<file path="config.mk">
export PLATFORM = sky130hd
export DESIGN_NAME = byte_ring_fifo_with_delimiter_read
export DESIGN_NICKNAME = d
export VERILOG_FILES = /design/src/rtl/bfd_pkg.sv /design/src/rtl/bfd_front.sv /design/src/rtl/bfd_cmd_fifo.sv /design/src/rtl/bfd_back.sv /design/src/rtl/byte_ring_fifo_with_delimiter_read.sv
export SDC_FILE = /design/constraint.sdc
export NUM_CORES = 1
export LEC_CHECK = 0
export BUFFER_PORTS_ARGS = -buffer_cell sky130_fd_sc_hd__buf_2
export CORE_ASPECT_RATIO = 0.7
export CORE_MARGIN = 4
export CORE_UTILIZATION = 56
export DETAILED_ROUTE_END_ITERATION = 12
export PLACE_DENSITY = 0.72
export SYNTH_ARGS = -nofsm -noshare
export SYNTH_HDL_FRONTEND = slang
export SYNTH_SLANG_ARGS = --single-unit
</file>
<file path="constraint.sdc">
create_clock -name clk_i -period 4.3 [get_ports clk_i]
set_input_delay 0.43 -clock clk_i [delete_from_list [all_inputs] [get_ports clk_i]]
set_output_delay 0.43 -clock clk_i [all_outputs]
set_load 0.01 [all_outputs]
</file>
<file path="src/rtl/bfd_pkg.sv">
package bfd_pkg;

  localparam int unsigned DefDepth = 64;
  localparam int unsigned FuncW    = 3;
  localparam int unsigned ByteW    = 8;
  localparam int unsigned LenW     = 6;
  localparam int unsigned StatusW  = 3;

  localparam logic [ByteW-1:0] NlByte = 8'h0A;

  localparam logic [FuncW-1:0] FuncPut   = 3'd0;
  localparam logic [FuncW-1:0] FuncRead  = 3'd1;
  localparam logic [FuncW-1:0] FuncDelim = 3'd2;
  localparam logic [FuncW-1:0] FuncLine  = 3'd3;
  localparam logic [FuncW-1:0] FuncClear = 3'd4;

  localparam logic [StatusW-1:0] StOk       = 3'd0;
  localparam logic [StatusW-1:0] StFull     = 3'd1;
  localparam logic [StatusW-1:0] StEmpty    = 3'd2;
  localparam logic [StatusW-1:0] StNotFound = 3'd3;
  localparam logic [StatusW-1:0] StSmall    = 3'd4;

  typedef enum logic [2:0] {
    OP_PUT   = 3'd0,
    OP_READ  = 3'd1,
    OP_DELIM = 3'd2,
    OP_CLEAR = 3'd3,
    OP_NOP   = 3'd4
  } cmd_op_e;

  typedef struct packed {
    cmd_op_e          op;
    logic [ByteW-1:0] data;
    logic [LenW-1:0]  cap;
    logic             line;
  } cmd_t;

endpackage

</file>
<file path="src/rtl/bfd_front.sv">
module bfd_front (
  input  logic [bfd_pkg::FuncW-1:0] func_i,
  input  logic [bfd_pkg::ByteW-1:0] data_byte_i,
  input  logic [bfd_pkg::LenW-1:0]  max_len_i,
  output bfd_pkg::cmd_t             cmd_o
);
  import bfd_pkg::*;

  always_comb begin
    cmd_o.data = data_byte_i;
    cmd_o.cap  = max_len_i;
    cmd_o.line = 1'b0;
    cmd_o.op   = OP_NOP;
    unique case (func_i)
      FuncPut: begin
        cmd_o.op = OP_PUT;
      end
      FuncRead: begin
        cmd_o.op = OP_READ;
      end
      FuncDelim: begin
        cmd_o.op = OP_DELIM;
      end
      FuncLine: begin
        cmd_o.op   = OP_DELIM;
        cmd_o.data = NlByte;
        cmd_o.line = 1'b1;
      end
      FuncClear: begin
        cmd_o.op = OP_CLEAR;
      end
      default: begin
        cmd_o.op = OP_NOP;
      end
    endcase
  end

endmodule

</file>
<file path="src/rtl/bfd_cmd_fifo.sv">
module bfd_cmd_fifo (
  input  logic          clk_i,
  input  logic          rst_ni,
  input  logic          push_valid_i,
  output logic          push_stall_o,
  input  bfd_pkg::cmd_t push_cmd_i,
  output logic          pop_valid_o,
  input  logic          pop_i,
  output bfd_pkg::cmd_t pop_cmd_o
);
  import bfd_pkg::*;

  cmd_t       entry_q [2];
  logic       wr_ptr_q, wr_ptr_d;
  logic       rd_ptr_q, rd_ptr_d;
  logic [1:0] cnt_q, cnt_d;
  logic       push;
  logic       pop;

  assign push_stall_o = (cnt_q == 2'd2);
  assign pop_valid_o  = (cnt_q != 2'd0);
  assign pop_cmd_o    = entry_q[rd_ptr_q];
  assign push         = push_valid_i && !push_stall_o;
  assign pop          = pop_i && pop_valid_o;

  always_comb begin
    wr_ptr_d = push ? !wr_ptr_q : wr_ptr_q;
    rd_ptr_d = pop ? !rd_ptr_q : rd_ptr_q;
    cnt_d    = cnt_q;
    if (push && !pop) begin
      cnt_d = cnt_q + 2'd1;
    end else if (pop && !push) begin
      cnt_d = cnt_q - 2'd1;
    end
  end

  always_ff @(posedge clk_i) begin
    if (push) begin
      entry_q[wr_ptr_q] <= push_cmd_i;
    end
  end

  always_ff @(posedge clk_i or negedge rst_ni) begin
    if (!rst_ni) begin
      wr_ptr_q <= 1'b0;
      rd_ptr_q <= 1'b0;
      cnt_q    <= 2'd0;
    end else begin
      wr_ptr_q <= wr_ptr_d;
      rd_ptr_q <= rd_ptr_d;
      cnt_q    <= cnt_d;
    end
  end

endmodule

</file>
<file path="src/rtl/bfd_back.sv">
module bfd_back #(
  parameter int unsigned DEPTH = bfd_pkg::DefDepth
) (
  input  logic                        clk_i,
  input  logic                        rst_ni,
  input  logic                        cmd_valid_i,
  input  bfd_pkg::cmd_t               cmd_i,
  output logic                        cmd_pop_o,
  output logic                        out_valid_o,
  input  logic                        out_stall_i,
  output logic [bfd_pkg::ByteW-1:0]   out_byte_o,
  output logic                        last_o,
  output logic [bfd_pkg::StatusW-1:0] status_o,
  output logic [bfd_pkg::LenW-1:0]    count_o,
  output logic [bfd_pkg::LenW-1:0]    fill_level_o,
  output logic [bfd_pkg::LenW-1:0]    free_space_o
);
  import bfd_pkg::*;

  localparam int unsigned PtrW = $clog2(DEPTH);
  localparam logic [PtrW-1:0] MaxFill = PtrW'(DEPTH - 1);
  localparam logic [PtrW:0]   DepthW  = (PtrW + 1)'(DEPTH);

  typedef enum logic [4:0] {
    S_IDLE      = 5'b00001,
    S_SCAN_RD   = 5'b00010,
    S_SCAN_CMP  = 5'b00100,
    S_EMIT_RD   = 5'b01000,
    S_EMIT_WAIT = 5'b10000
  } state_e;

  function automatic logic [PtrW-1:0] wrap_add(input logic [PtrW-1:0] a,
                                               input logic [PtrW-1:0] b);
    logic [PtrW:0] s;
    s = {1'b0, a} + {1'b0, b};
    if (s >= DepthW) begin
      s = s - DepthW;
    end
    return s[PtrW-1:0];
  endfunction

  state_e            state_q, state_d;
  logic [PtrW-1:0]   rp_q, rp_d;
  logic [PtrW-1:0]   wp_q, wp_d;
  logic [PtrW-1:0]   fill_q, fill_d;
  logic [PtrW-1:0]   base_q, base_d;
  logic [PtrW-1:0]   idx_q, idx_d;
  logic [PtrW-1:0]   run_q, run_d;
  logic [ByteW-1:0]  delim_q, delim_d;
  logic [LenW-1:0]   cap_q, cap_d;
  logic              line_q, line_d;

  logic [ByteW-1:0]  mem_q [DEPTH];
  logic [ByteW-1:0]  rdata_q;
  logic [PtrW-1:0]   rd_addr;
  logic              mem_we;

  logic              out_valid_q, out_valid_d;
  logic [ByteW-1:0]  out_byte_q;
  logic              out_last_q;
  logic [StatusW-1:0] out_status_q;
  logic [LenW-1:0]   out_count_q;
  logic [LenW-1:0]   out_fill_q;
  logic [LenW-1:0]   out_free_q;
  logic              out_free;

  logic              res_load;
  logic [ByteW-1:0]  res_byte;
  logic              res_last;
  logic [StatusW-1:0] res_status;
  logic [PtrW-1:0]   res_count;
  logic [PtrW-1:0]   res_fill;

  logic [PtrW:0]     idx_inc;
  logic [PtrW-1:0]   rd_len;
  logic [PtrW-1:0]   run_found;

  assign out_free = !out_valid_q || !out_stall_i;
  assign rd_addr  = wrap_add(base_q, idx_q);
  assign idx_inc  = {1'b0, idx_q} + (PtrW + 1)'(1);
  assign run_found = idx_inc[PtrW-1:0];
  assign rd_len   = ((LenW + 1)'(fill_q) < (LenW + 1)'(cmd_i.cap)) ?
                    fill_q : PtrW'(cmd_i.cap);

  always_comb begin
    state_d    = state_q;
    rp_d       = rp_q;
    wp_d       = wp_q;
    fill_d     = fill_q;
    base_d     = base_q;
    idx_d      = idx_q;
    run_d      = run_q;
    delim_d    = delim_q;
    cap_d      = cap_q;
    line_d     = line_q;
    mem_we     = 1'b0;
    cmd_pop_o  = 1'b0;
    res_load   = 1'b0;
    res_byte   = '0;
    res_last   = 1'b1;
    res_status = StOk;
    res_count  = '0;
    res_fill   = fill_q;

    unique case (state_q)
      S_IDLE: begin
        if (cmd_valid_i && out_free) begin
          cmd_pop_o = 1'b1;
          unique case (cmd_i.op)
            OP_PUT: begin
              res_load = 1'b1;
              if (fill_q == MaxFill) begin
                res_status = StFull;
              end else begin
                mem_we    = 1'b1;
                wp_d      = wrap_add(wp_q, PtrW'(1));
                fill_d    = fill_q + PtrW'(1);
                res_count = PtrW'(1);
                res_fill  = fill_d;
              end
            end
            OP_CLEAR: begin
              res_load = 1'b1;
              rp_d     = '0;
              wp_d     = '0;
              fill_d   = '0;
              res_fill = '0;
            end
            OP_READ, OP_DELIM: begin
              base_d  = rp_q;
              idx_d   = '0;
              delim_d = cmd_i.data;
              cap_d   = cmd_i.cap;
              line_d  = cmd_i.line;
              if (fill_q == '0) begin
                res_load   = 1'b1;
                res_status = StEmpty;
              end else if (cmd_i.op == OP_DELIM) begin
                state_d = S_SCAN_RD;
              end else if (cmd_i.cap == '0) begin
                res_load = 1'b1;
              end else begin
                line_d  = 1'b0;
                run_d   = rd_len;
                rp_d    = wrap_add(rp_q, rd_len);
                fill_d  = fill_q - rd_len;
                state_d = S_EMIT_RD;
              end
            end
            default: begin
              res_load = 1'b1;
            end
          endcase
        end
      end
      S_SCAN_RD: begin
        state_d = S_SCAN_CMP;
      end
      S_SCAN_CMP: begin
        if (rdata_q == delim_q) begin
          if ((LenW + 1)'(run_found) > (LenW + 1)'(cap_q)) begin
            if (out_free) begin
              res_load   = 1'b1;
              res_status = StSmall;
              state_d    = S_IDLE;
            end
          end else begin
            run_d   = run_found;
            rp_d    = wrap_add(rp_q, run_found);
            fill_d  = fill_q - run_found;
            idx_d   = '0;
            state_d = S_EMIT_RD;
          end
        end else if (idx_inc == {1'b0, fill_q}) begin
          if (out_free) begin
            res_load   = 1'b1;
            res_status = line_q ? StOk : StNotFound;
            state_d    = S_IDLE;
          end
        end else begin
          idx_d   = run_found;
          state_d = S_SCAN_RD;
        end
      end
      S_EMIT_RD: begin
        state_d = S_EMIT_WAIT;
      end
      S_EMIT_WAIT: begin
        res_last = (idx_inc == {1'b0, run_q});
        if (out_free) begin
          res_load  = 1'b1;
          res_byte  = (line_q && res_last) ? '0 : rdata_q;
          res_count = run_q;
          if (res_last) begin
            state_d = S_IDLE;
          end else begin
            idx_d   = run_found;
            state_d = S_EMIT_RD;
          end
        end
      end
      default: begin
        state_d = S_IDLE;
      end
    endcase
  end

  always_ff @(posedge clk_i) begin
    if (mem_we) begin
      mem_q[wp_q] <= cmd_i.data;
    end
    rdata_q <= mem_q[rd_addr];
  end

  always_comb begin
    out_valid_d = out_valid_q;
    if (res_load) begin
      out_valid_d = 1'b1;
    end else if (!out_stall_i) begin
      out_valid_d = 1'b0;
    end
  end

  always_ff @(posedge clk_i) begin
    base_q  <= base_d;
    idx_q   <= idx_d;
    run_q   <= run_d;
    delim_q <= delim_d;
    cap_q   <= cap_d;
    line_q  <= line_d;
    if (res_load) begin
      out_byte_q   <= res_byte;
      out_last_q   <= res_last;
      out_status_q <= res_status;
      out_count_q  <= LenW'(res_count);
      out_fill_q   <= LenW'(res_fill);
      out_free_q   <= LenW'(MaxFill - res_fill);
    end
  end

  always_ff @(posedge clk_i or negedge rst_ni) begin
    if (!rst_ni) begin
      state_q     <= S_IDLE;
      rp_q        <= '0;
      wp_q        <= '0;
      fill_q      <= '0;
      out_valid_q <= 1'b0;
    end else begin
      state_q     <= state_d;
      rp_q        <= rp_d;
      wp_q        <= wp_d;
      fill_q      <= fill_d;
      out_valid_q <= out_valid_d;
    end
  end

  assign out_valid_o  = out_valid_q;
  assign out_byte_o   = out_byte_q;
  assign last_o       = out_last_q;
  assign status_o     = out_status_q;
  assign count_o      = out_count_q;
  assign fill_level_o = out_fill_q;
  assign free_space_o = out_free_q;

endmodule

</file>
<file path="src/rtl/byte_ring_fifo_with_delimiter_read.sv">
// Put, clear, spare codes, zero-cap reads and requests on an empty buffer: each result
// passes the command FIFO entry, then the output register; one request per cycle is
// sustained while the output is not stalled. Each read byte goes via S_EMIT_RD, S_EMIT_WAIT
// as store reads are registered; delimiter reads scan each byte in S_SCAN_RD, S_SCAN_CMP.
// Reset clears both pointers and the fill count; the byte store itself is not cleared.
module byte_ring_fifo_with_delimiter_read #(
  parameter int unsigned DEPTH = bfd_pkg::DefDepth
) (
  input  logic                        clk_i,
  input  logic                        rst_ni,
  input  logic                        in_valid_i,
  output logic                        in_stall_o,
  input  logic [bfd_pkg::FuncW-1:0]   func_i,
  input  logic [bfd_pkg::ByteW-1:0]   data_byte_i,
  input  logic [bfd_pkg::LenW-1:0]    max_len_i,
  output logic                        out_valid_o,
  input  logic                        out_stall_i,
  output logic [bfd_pkg::ByteW-1:0]   out_byte_o,
  output logic                        last_o,
  output logic [bfd_pkg::StatusW-1:0] status_o,
  output logic [bfd_pkg::LenW-1:0]    count_o,
  output logic [bfd_pkg::LenW-1:0]    fill_level_o,
  output logic [bfd_pkg::LenW-1:0]    free_space_o
);
  import bfd_pkg::*;

  cmd_t dec_cmd;
  cmd_t q_cmd;
  logic q_valid;
  logic q_pop;

  bfd_front u_front (
    .func_i      (func_i),
    .data_byte_i (data_byte_i),
    .max_len_i   (max_len_i),
    .cmd_o       (dec_cmd)
  );

  bfd_cmd_fifo u_cmd_fifo (
    .clk_i        (clk_i),
    .rst_ni       (rst_ni),
    .push_valid_i (in_valid_i),
    .push_stall_o (in_stall_o),
    .push_cmd_i   (dec_cmd),
    .pop_valid_o  (q_valid),
    .pop_i        (q_pop),
    .pop_cmd_o    (q_cmd)
  );

  bfd_back #(
    .DEPTH (DEPTH)
  ) u_back (
    .clk_i        (clk_i),
    .rst_ni       (rst_ni),
    .cmd_valid_i  (q_valid),
    .cmd_i        (q_cmd),
    .cmd_pop_o    (q_pop),
    .out_valid_o  (out_valid_o),
    .out_stall_i  (out_stall_i),
    .out_byte_o   (out_byte_o),
    .last_o       (last_o),
    .status_o     (status_o),
    .count_o      (count_o),
    .fill_level_o (fill_level_o),
    .free_space_o (free_space_o)
  );

endmodule

</file>
==> run_results.csv <==
group,metric,value,unit
drt,detailedRoute.firstPassIterationCount,6,
logic_synthesis,synthesized_cell_area,27040,sq um
min_path,worstHoldPathCells,1,
floorplan,initial_core_util,56.58,%
worst_setup_path,cp_common_cell,"sky130_fd_sc_hd__ha_1",
cells_and_area,final_layout_size_suffix_gt1_share,26.89,%
logic_synthesis,synth.lib_cells_used.distinct,71,
cts,cts.repair_timing.setup_buffer_count,0,
logic_synthesis,synth_enable_flop_cells,611,
sta,setup_violations,0,
cells_and_area,flow.area_growth_from_synthesis,13.20,%
sta,timing_worst_slew_pin_value,1.130,ns
cells_and_area,antennaDiodeCount,0,
cells_and_area,final_cells,2317,
grt,largest_net_degree_at_the_start_of_global_routing,52,
logic_synthesis,synth.net_count,1546,
worst_setup_path,worst_path_largest_cell_delay,0.47,ns
worst_setup_path,worst_ep_required_time,4.79,ns
sta,clock-skew-final,0.02343,ns
place,gp_congestion,0.9642,
cts,clk_pin_slew_worst_paths,0.07,ns
floorplan,die_w,270.6,um
logic_synthesis,synth_top_cell_area_share,67.86,%
worst_setup_path,slowest_stage,"sky130_fd_sc_hd__dfrtp_2",
worst_setup_path,crit_chain,"mux2i_1, ha_1, a211o_1, a21oi_2, nand2_2, mux2_2, ha_1, inv_1, ha_1, a221o_1, a21oi_1, mux2i_1, o311ai_1, a22o_1",
worst_setup_path,reg2reg_setup_slack,0.24,ns
grt,grt_pass1_wl,92660,um
floorplan,fp.coreArea,47780,sq um
worst_setup_path,worstReg2RegStart,"u_cmd_fifo.rd_ptr_q",
cts,worstSkewPairLatency,0.60,ns
min_path,worst_hold_startpoint,"max_len_i[2]",
cells_and_area,layout_utilization,64.05,%
logic_synthesis,ys_top_cells_by_area,"sky130_fd_sc_hd__edfxtp_1 68%, sky130_fd_sc_hd__mux4_2 13%, sky130_fd_sc_hd__dfrtp_1 2.5%",
drt,wirelength,61690,um
worst_setup_path,kind_of_end_point_of_the_critical_path,"flip-flop",
cells_and_area,nets_final,1713,
worst_setup_path,cp_data_arrival_time,4.55,ns
cells_and_area,mostFrequentLayoutCell,"sky130_fd_sc_hd__edfxtp_1",
cells_and_area,fill_cells,3220,
cts,cts_tree,"yes",
logic_synthesis,syn_inst,1482,
worst_setup_path,worst-path-max-fanout,7,
floorplan,fp-row-count,67,
power,pwr_density_cell,824.8,nW/um^2
place,instance_count_after_placement_with_tap_cells_included,2212,
worst_setup_path,start_kind,"flip-flop",
logic_synthesis,yosysTopAreaCell,"sky130_fd_sc_hd__edfxtp_1",
power,p_leak,10.45,nW
place,dp.final_hpwl,40920,um
grt,initial_antenna_violation_count,1,
power,total_power,0.02524,W
logic_synthesis,async_flop_share,4.328,%
logic_synthesis,yosys_register_bits,647,
sta,max_freq,246.5,MHz
grt,global_route.overflow_total,0,
sta,maxSlewViolCount,0,
drt,drc,0,
sta,finalHoldViolations,0,
logic_synthesis,most_used_dff_post_synth,"sky130_fd_sc_hd__edfxtp_1",
cts,cts.sinks,647,
sta,timing.max_slew.rel_slack,24.63,%
floorplan,die_area,51910,sq um
cts,cts-buffers-inserted,55,
worst_setup_path,worst-r2r-cell-count,14,
worst_setup_path,timing.setup.critical_path_class,"reg -> reg",
drt,antenna_violating_nets_post_route,0,
drt,vias_per_cell,6.275,
drt,vias,14540,
cts,clk_root_buffer_cell,"sky130_fd_sc_hd__clkbuf_16",
min_path,min_path_type,"in -> reg",
logic_synthesis,syn_avg_cell_area,18.24,sq um
sta,period_needed,4.056,ns
drt,mean_routed_wirelength_per_cell,26.63,um
sta,grt_setup_unrepaired,"no",
grt,grt.total_usage,24.11,%
min_path,hold-path-endpoint,"u_cmd_fifo.entry_q[1][3]",
power,irDropWorstVdd,929.8,uV
cells_and_area,most-common-layout-cells,"611 x sky130_fd_sc_hd__edfxtp_1, 160 x sky130_fd_sc_hd__mux4_2, 116 x sky130_fd_sc_hd__nor2_1, 116 x sky130_fd_sc_hd__buf_4, 56 x sky130_fd_sc_hd__clkbuf_16",
logic_synthesis,synth.yosys.seq_area_share,71.05,%
cts,htreeDepth,2,
place,numPortBuffers,52,
floorplan,num_io_pins,53,
grt,via_count_of_the_first_global_routing_pass,14310,
drt,detailedRoute.firstIterationViolations,1924,
worst_setup_path,regToRegEndpoint,"u_back.fill_q[4]",
floorplan,floorplan.die.height,191.8,um
cts,ctsLongestPathBuffers,3,
status,outcome,"finished clean",
sta,final_period_util,94.33,%
logic_synthesis,yosysWarnings,0,
sta,timing.setup.tns,0,ns
run,timing.max_cap.violations,0,
## critical path, delay by kind of cell (launching register included)
| family | cells | cell delay (ns) |
|---|---|---|
| AOI/OAI and AO/OA | 6 | 1.42 |
| buffers and inverters | 1 | 0.07 |
| muxes | 3 | 0.98 |
| DFF | 1 | 0.47 |
| and+or+nand+nor | 1 | 0.17 |
| adders and majority gates | 3 | 0.83 |
## through the flow
step / hold slack (ns) / instance area, sq um / setup WS, ns
floorplan: 0.1344 / 27040 / 0.3610
global placement: 0.4794 / 28840 / 0.4046
detailed placement: 0.4786 / 28840 / 0.2588
CTS: 0.001654 / 30600 / 0.2337
global route: 0.01022 / 30610 / 0.09137
finish: 0.02803 / 30610 / 0.2437
## cells in the mapped netlist, types with 8 or more instances
library cell               number
sky130_fd_sc_hd__a211oi_1      15
sky130_fd_sc_hd__a21o_1         8
sky130_fd_sc_hd__a21oi_1       51
sky130_fd_sc_hd__and2_1        17
sky130_fd_sc_hd__and3_1        14
sky130_fd_sc_hd__buf_2         24
sky130_fd_sc_hd__clkbuf_1      35
sky130_fd_sc_hd__dfrtp_1       27
sky130_fd_sc_hd__dfxtp_1        8
sky130_fd_sc_hd__edfxtp_1     611
sky130_fd_sc_hd__ha_1          39
sky130_fd_sc_hd__inv_1         42
sky130_fd_sc_hd__mux2_2        13
sky130_fd_sc_hd__mux2i_1       20
sky130_fd_sc_hd__mux4_2       160
sky130_fd_sc_hd__nand2_1       38
sky130_fd_sc_hd__nand2b_1       9
sky130_fd_sc_hd__nand3_1       17
sky130_fd_sc_hd__nand3b_1      10
sky130_fd_sc_hd__nor2_1       117
sky130_fd_sc_hd__nor2_2         9
sky130_fd_sc_hd__nor2b_1       11
sky130_fd_sc_hd__nor3_1        11
sky130_fd_sc_hd__o21ai_0       32
sky130_fd_sc_hd__xnor2_1       35
sky130_fd_sc_hd__xor2_1        19
## what timing repair did
| item | CTS | global route |
|---|---|---|
| hold buffers | 1 | 0 |
| hold endpoints to repair | 27 | 0 |
| gates resized for setup | 0 | 2 |
| setup endpoints to repair | 0 | 2 |
## cells by family after synthesis
family          Yosys count  share of synthesized area, %
simple gates            279                         5.081
compound gates          155                         3.601
buf+inv                 109                         1.698
xor+xnor                 54                         1.749
flops                   647                         71.05
fa+ha+maj                43                         2.101
mux                     195                         14.72
## cell type report
class,instances,area (sq um),area share [%]
Sequential cell,647,19210,62.77
Clock inverter,34,271.5,0.8871
Timing Repair Buffer,177,1292,4.223
Inverter,42,157.7,0.5151
Tap cell,621,777.0,2.539
Clock buffer,70,1484,4.849
Multi-Input combinational cell,726,7412,24.22
## how the worst max path moves through the flow
stage | cells past startpoint | start | to | slack [ns]
finish | 14 | u_cmd_fifo.rd_ptr_q | u_back.fill_q[4] | 0.24
global route | 17 | u_cmd_fifo.rd_ptr_q | u_back.rp_q[5] | 0.09
CTS | 16 | u_cmd_fifo.rd_ptr_q | u_back.fill_q[4] | 0.23
detailed placement | 16 | u_cmd_fifo.rd_ptr_q | u_back.fill_q[4] | 0.26
global placement | 17 | u_cmd_fifo.rd_ptr_q | u_back.rp_q[5] | 0.40
floorplan | 17 | u_cmd_fifo.rd_ptr_q | u_back.fill_q[4] | 0.36
## sequential cells by signal, indices dropped and copies added, names as in the netlist, 8 cells and up
name	cells
u_back.mem_q	512
u_cmd_fifo.entry_q	36
u_back.delim_q	8
u_back.out_byte_o	8
u_back.rdata_q	8
## power breakdown
part	switching (W)	leakage, nW	total [W]	internal (W)
Combinational	0.00666	3.64	0.0118	0.00510
Clock	0.00219	0.859	0.00487	0.00268
Sequential	0.000392	5.95	0.00862	0.00823
## layer usage
| layer | up-vias | part of all wire (%) | track usage (%) | wire, um |
|---|---|---|---|---|
| li1 | 6246 | - | - | - |
| met4 | 0 | 1.8 | 4.762 | 1124 |
| met5 | - | 0 | 0 | 0 |
| met2 | 790 | 43 | 33.82 | 26430 |
| met1 | 7399 | 44 | 38.55 | 26980 |
| met3 | 105 | 12 | 6.606 | 7163 |
Power figures use the tool's default switching activity.
